===== src/hw/rtl/agk_pkg.sv =====
`timescale 1ns / 1ps
// ----------------------------------------------------------------------------
// agk_pkg
// Shared widths, register map, exp(-x) table and stage request types for the
// anisotropic 3D Gaussian evaluator.
// ----------------------------------------------------------------------------
package agk_pkg;

    localparam int FRAC_BITS         = 16;
    localparam int EXP_TABLE_ENTRIES = 256;
    localparam int EXP_RANGE_LOG2    = 4;
    localparam int EXP_IDX_W         = $clog2(EXP_TABLE_ENTRIES);
    localparam int FRAC_E_W          = FRAC_BITS + EXP_RANGE_LOG2;

    localparam int COORD_W  = 32;
    localparam int SQ_LO_W  = 32;
    localparam int SQ_W     = 2 * COORD_W - FRAC_BITS;
    localparam int SQ_HI_W  = SQ_W - SQ_LO_W;
    localparam int A_W      = SQ_HI_W + 32;
    localparam int TERM_W   = 63;
    localparam int E_W      = 64;
    localparam int Q31_W    = 32;
    localparam int LANES    = 3;
    localparam int PIPE_LAT = 10;

    localparam int REG_ADDR_W = 5;

    localparam logic [TERM_W-1:0]   TERM_CAP = {1'b1, {(TERM_W-1){1'b0}}};
    localparam longint unsigned     A_CAP_VAL = 64'd1 << (62 - SQ_HI_W);
    localparam logic [A_W-1:0]      A_CAP = A_W'(A_CAP_VAL);
    localparam logic [Q31_W-1:0]    ONE_Q31 = 32'h8000_0000;

    typedef enum logic [2:0] {
        REG_AMPLITUDE      = 3'd0,
        REG_CENTER_X       = 3'd1,
        REG_CENTER_Y       = 3'd2,
        REG_CENTER_Z       = 3'd3,
        REG_INV_SQ_SIGMA_X = 3'd4,
        REG_INV_SQ_SIGMA_Y = 3'd5,
        REG_INV_SQ_SIGMA_Z = 3'd6
    } t_reg_idx;

    typedef logic [EXP_TABLE_ENTRIES:0][Q31_W-1:0] t_exp_tab;

    // Table lookup request handed from the exponent sum to the exp/scale path
    typedef struct packed {
        logic                 vld;
        logic                 uf;
        logic [EXP_IDX_W-1:0] idx;
        logic [FRAC_E_W-1:0]  frac;
    } t_exp_req;

    // exp(-k*h) in Q1.31, h = 16 / EXP_TABLE_ENTRIES; step factor from a Taylor series
    function automatic t_exp_tab build_exp_tab();
        t_exp_tab          tab;
        longint unsigned   h;
        longint unsigned   t;
        longint unsigned   e1;
        longint unsigned   cur;
        longint            sum;
        logic              done;
        h    = (64'd16 << 31) / EXP_TABLE_ENTRIES;
        sum  = 64'sd2147483648;
        t    = 64'd2147483648;
        done = 1'b0;
        for (int n = 1; n < 64; n++) begin
            if (!done) begin
                t = ((t * h) >> 31) / 64'(n);
                if (t == 64'd0) begin
                    done = 1'b1;
                end else if (n[0]) begin
                    sum = sum - $signed(t);
                end else begin
                    sum = sum + $signed(t);
                end
            end
        end
        e1     = (sum > 0) ? $unsigned(sum) : 64'd0;
        tab[0] = ONE_Q31;
        cur    = 64'd2147483648;
        for (int k = 0; k < EXP_TABLE_ENTRIES; k++) begin
            cur        = (cur * e1 + (64'd1 << 30)) >> 31;
            tab[k + 1] = cur[Q31_W-1:0];
        end
        return tab;
    endfunction

    localparam t_exp_tab EXP_TAB = build_exp_tab();

endpackage


===== src/hw/rtl/agk_merge.sv =====
`timescale 1ns / 1ps
// ----------------------------------------------------------------------------
// agk_merge
// Sums the lane terms into the exponent, flags underflow and splits the
// exponent into table index and interpolation fraction.
// ----------------------------------------------------------------------------
module agk_merge import agk_pkg::*; (
    input  logic              i_clk,
    input  logic              i_rst_n,
    input  logic              i_vld,
    input  logic [TERM_W-1:0] i_term [LANES],
    output t_exp_req          o_req
);

    logic [E_W-1:0]        n_e;
    logic [FRAC_E_W-1:0]   n_e_lo;
    t_exp_req              n_req;
    t_exp_req              r_req;

    always_comb begin
        n_e = '0;
        for (int i = 0; i < LANES; i++) begin
            n_e = n_e + E_W'(i_term[i]);
        end
        n_e_lo     = n_e[FRAC_E_W-1:0];
        n_req.vld  = i_vld;
        n_req.uf   = |n_e[E_W-1:FRAC_E_W];
        n_req.idx  = n_e[FRAC_E_W-1 -: EXP_IDX_W];
        n_req.frac = n_e_lo << EXP_IDX_W;
    end

    always_ff @(posedge i_clk) begin
        if (!i_rst_n) begin
            r_req.vld <= 1'b0;
        end else begin
            r_req.vld <= n_req.vld;
        end
        r_req.uf   <= n_req.uf;
        r_req.idx  <= n_req.idx;
        r_req.frac <= n_req.frac;
    end

    assign o_req = r_req;

endmodule


===== config.mk =====
export PLATFORM = sky130hd
export DESIGN_NAME = agk_merge
export DESIGN_NICKNAME = d
export VERILOG_FILES = /design/src/hw/rtl/agk_pkg.sv /design/src/hw/rtl/agk_merge.sv
export SDC_FILE = /design/constraint.sdc
export NUM_CORES = 1
export LEC_CHECK = 0
export ABC_CLOCK_PERIOD_IN_PS = 5000
export BUFFER_PORTS_ARGS = -buffer_cell sky130_fd_sc_hd__buf_4
export CAP_MARGIN = 15
export CORE_MARGIN = 2
export CORE_UTILIZATION = 35
export DETAILED_ROUTE_END_ITERATION = 8
export GPL_ROUTABILITY_DRIVEN = 0
export HOLD_SLACK_MARGIN = 0.08
export PLACE_DENSITY = 0.71
export SETUP_SLACK_MARGIN = 0.02
export SYNTH_ARGS = -nofsm -noshare
export SYNTH_HDL_FRONTEND = slang
export SYNTH_SLANG_ARGS = --single-unit
export TNS_END_PERCENT = 5

===== constraint.sdc =====
create_clock -name i_clk -period 5 [get_ports i_clk]
set_input_delay 0.5 -clock i_clk [delete_from_list [all_inputs] [get_ports i_clk]]
set_output_delay 0.5 -clock i_clk [all_outputs]
set_load 0.01 [all_outputs]

Word-level counts from Yosys, hierarchy flattened
Index checks and enable logic that the tools add are counted.
Word-level totals
  bits in registers: 22
  word-level logic and storage cells: 7
  output and inout port bits: 30
Cells by class
  $add $sub $neg: 2
  reduce and logical (&&, ||, !) cells: 1
Operators with widths (number)
  63-bit by 63-bit adder with 64-bit output: 1
  64-bit by 63-bit adder with 64-bit output: 1
  44-bit OR reduction: 1

Depth between registers and ports, before layout
  depth in word-level cells: 3
  mapped depth: 17
  mapped depth without buffers: 17

Worst setup path after synthesis
Ideal clock, no wire load.
  path type: input-to-reg
  start: input port i_term[1] (netlist name)
  end: register r_req, in the netlist o_req[28]
  library setup time: 131 ps
  data arrival time: 3849 ps
  slack: 1020 ps
  cell stages on the path: 15
  path through: fa_1 > ha_1 > inv_1 > fa_1 > nor2b_1 > o2111ai_1 > a211oi_2 > or2_1 > a31oi_2 > o21ai_0 > mux2_2 > a2111oi_1 > nand4_1 > nor4_1 > nand4_1
RTL lines
  from (decl): RTL line agk_merge.sv:11  | input logic [TERM_W-1:0] i_term [LANES],
  to (decl): RTL line agk_merge.sv:18  | t_exp_req r_req;

==> results.cfg <==
[critical_path]
arrival_ns = 4.41
worstSetupStartpointType = input port
cp_data_required_time_ns = 5.14
crit_chain = buf_4, fa_1, ha_1, inv_1, fa_1, nor2b_1, o2111ai_1, a211oi_2, or2_1, a31oi_2, o21ai_0, mux2_2, a2111oi_1, nand4_1, nor4_1, nand4_1
cp_max_fo = 4
slowest_delay_ns = 0.53
crit_path_top_delay_cell = fa_1
critical_path_class = in -> reg
endpoint_kind = flip-flop

[drt]
dr_wl_met3_um = 1280
totalWireLength_um = 18000
wirelength_met1_um = 7900
drtIter0Drc = 441
drtPass1Iterations = 5
wl_met2_um = 8510
ant_nets = 0
post_drt_wl_per_cell_um = 16.1
drcViolationCount = 0
routed.top_layer = met4
vias = 6164
vias_per_cell = 5.50

[placement]
io_buffer_count = 213
dpl-instance-area_um2 = 7630
dp_hpwl_um = 15800

[yosys]
yosys-top-cells-area = fa_1, ha_1, dfxtp_1
synth_edf_count = 0
ys_seq_area_share_pct = 7.47
synth_seq_cells = 22
syn_inst = 705
synth_most_common_cell = a21oi_1
yosys-top-cells-count = a21oi_1, nand2_1, fa_1, ha_1, nor2_1
avgSynthCellArea_um2 = 8.36
synth_top_area_cell = fa_1
syn-cell-area_um2 = 5890
yosys_warnings = 0
synthArstFlopShare_pct = 0
synthDominantCellAreaShare_pct = 21.7
synth_cell_types = 85
synthFlopType = dfxtp_1

[clock_network]
cts_tree = yes
postCtsResizedCells = 0
clkTransAtPathRegs_ns = 0.06
htree_levels = 1
clockBufferDepth = 2
root_buffer = clkbuf_16
post_cts_buffers = 0
cts_hold_buffers = 0
cts_made_buffers = 3
cts.sinks = 22

[hold_path]
hold_end = o_req[29]$_SDFF_PN0_
hold_class = in -> reg
hold_path_depth = 2
worstHoldStart = i_rst_n

[sta]
maxSlewHeadroom_pct = 60.6
worstMarginPinSlew_ns = 0.585
hold_viol_final = 0
setup_viol = 0
rsz0062_at_grt = false
clock.fmax_mhz = 234
fin_crit_sh_pct = 85.5
fin_crit_ns = 4.27
report.final.slew_viol_count = 0
fin_setup_tns_ns = 0

[floorplanning]
die_w_um = 134
io_pins = 222
die_h_um = 134
initial_core_util_pct = 35.7
rows = 47
core_um2 = 16500
die_area_um2 = 17900

[power]
power.density_nw_per_um2 = 283
p_leak_nw = 3.49
power_switching_share_pct = 47.9
ir_worst_vdd_mv = 0.141
switching_power_mw = 1.05
p_int_mw = 1.14
seqPwrFrac_pct = 12.4
pwr-share-clk_pct = 10.7
pwr-share-comb_pct = 76.9

[finish]
final_area_um2 = 7740
finalNetCount = 1219
drive_gt1_share_pct = 27.3
fillCellCount = 1639
largest_register_ffs = 22
area_growth_pct = 31.3
insertedDiodeCount = 0

[global_routing]
grt_overflow = 0
grt_pass1_vias = 6255
antenna_found_initial = 0
grt_max_degree = 14
track_usage_pct = 20.1
grt_pass1_wl_um = 29700

[flow_run]
drv_cap = 0

[outcome]
status = complete, no violations
==> layout by cell type (no fill, tap or decap), drive strengths merged, types with 20 or more instances in the layout <==
cell	n
a21o	33
a21oi	80
buf	215
dfxtp	22
fa	64
ha	62
inv	20
nand2	67
nand4	23
nor2	52
o21ai	41
xnor2	21
xor2	21
==> power groups by stage <==
stage	Clock, mW	Combinational (mW)	Sequential [mW]
after floorplan	0	1.07	0.317
after CTS	0.240	1.68	0.273
after detailed placement	0	1.67	0.277
final	0.234	1.69	0.273
after global placement	0	1.67	0.275
after global routing	0.246	1.87	0.281
==> worst max-delay path by stage <==
stage          startpoint                 to  slack [ns]
2_1_floorplan   i_term[1]  o_req[28]$_DFF_P_        1.02
4_1_cts         i_term[1]  o_req[28]$_DFF_P_        0.74
5_1_grt         i_term[1]  o_req[28]$_DFF_P_        0.36
6_report        i_term[1]  o_req[28]$_DFF_P_        0.73
3_3_place_gp    i_term[1]  o_req[28]$_DFF_P_        0.57
3_5_place_dp    i_term[1]  o_req[28]$_DFF_P_        0.47
==> kinds of logic (layout without fill, tap and decap cells) <==
| kind of cell | count (synthesis) | after routing | synth area share (%) |
|---|---|---|---|
| compound gates | 248 | 248 | 28.5 |
| xor+xnor | 42 | 42 | 6.24 |
| fa+ha+maj | 126 | 126 | 34.9 |
| buf+inv | 51 | 239 | 4.25 |
| flops | 22 | 22 | 7.47 |
| mux | 3 | 3 | 0.531 |
| other cells | 1 | 8 | 0.0636 |
| simple gates | 212 | 212 | 18.0 |
==> metal layers <==
metal / up-vias / GRT usage (%)
li1: 2984 / -
met1: 2905 / 26.8
met2: 254 / 34.9
met3: 21 / 2.15
met4: 0 / 5.14
met5: - / 0
==> critical path, delay by kind of cell <==
kind | cells | cell delay (ns)
AOI/OAI and AO/OA | 5 | 1.21
adders and majority gates | 3 | 1.14
and+or+nand+nor | 5 | 1.02
muxes | 1 | 0.36
buffers and inverters | 2 | 0.19
==> area by class of cell <==
class | count | area [um^2] | area share [%]
Timing Repair Buffer | 215 | 1610 | 20.9
Multi-Input combinational cell | 639 | 5230 | 67.6
Inverter | 20 | 75.1 | 0.970
Sequential cell | 22 | 440 | 5.69
Clock inverter | 1 | 30.0 | 0.388
Clock buffer | 3 | 75.1 | 0.970
Tap cell | 220 | 275 | 3.56
==> metrics by stage <==
| step | total power [mW] | util [%] | setup slack (ns) | cells | hold slack, ns |
|---|---|---|---|---|---|
| 4_1_cts | 2.19 | 46.8 | 0.735 | 1120 | 0.444 |
| 6_report | 2.19 | 46.8 | 0.727 | 1120 | 0.445 |
| 5_1_grt | 2.40 | 46.8 | 0.363 | 1120 | 0.458 |
| 3_3_place_gp | 1.94 | 46.2 | 0.568 | 1116 | 0.719 |
| 2_1_floorplan | 1.38 | - | 1.02 | 712 | 0.622 |
| 3_5_place_dp | 1.95 | 46.2 | 0.467 | 1116 | 0.718 |
Note: power is estimated with default switching activity, not from simulation.
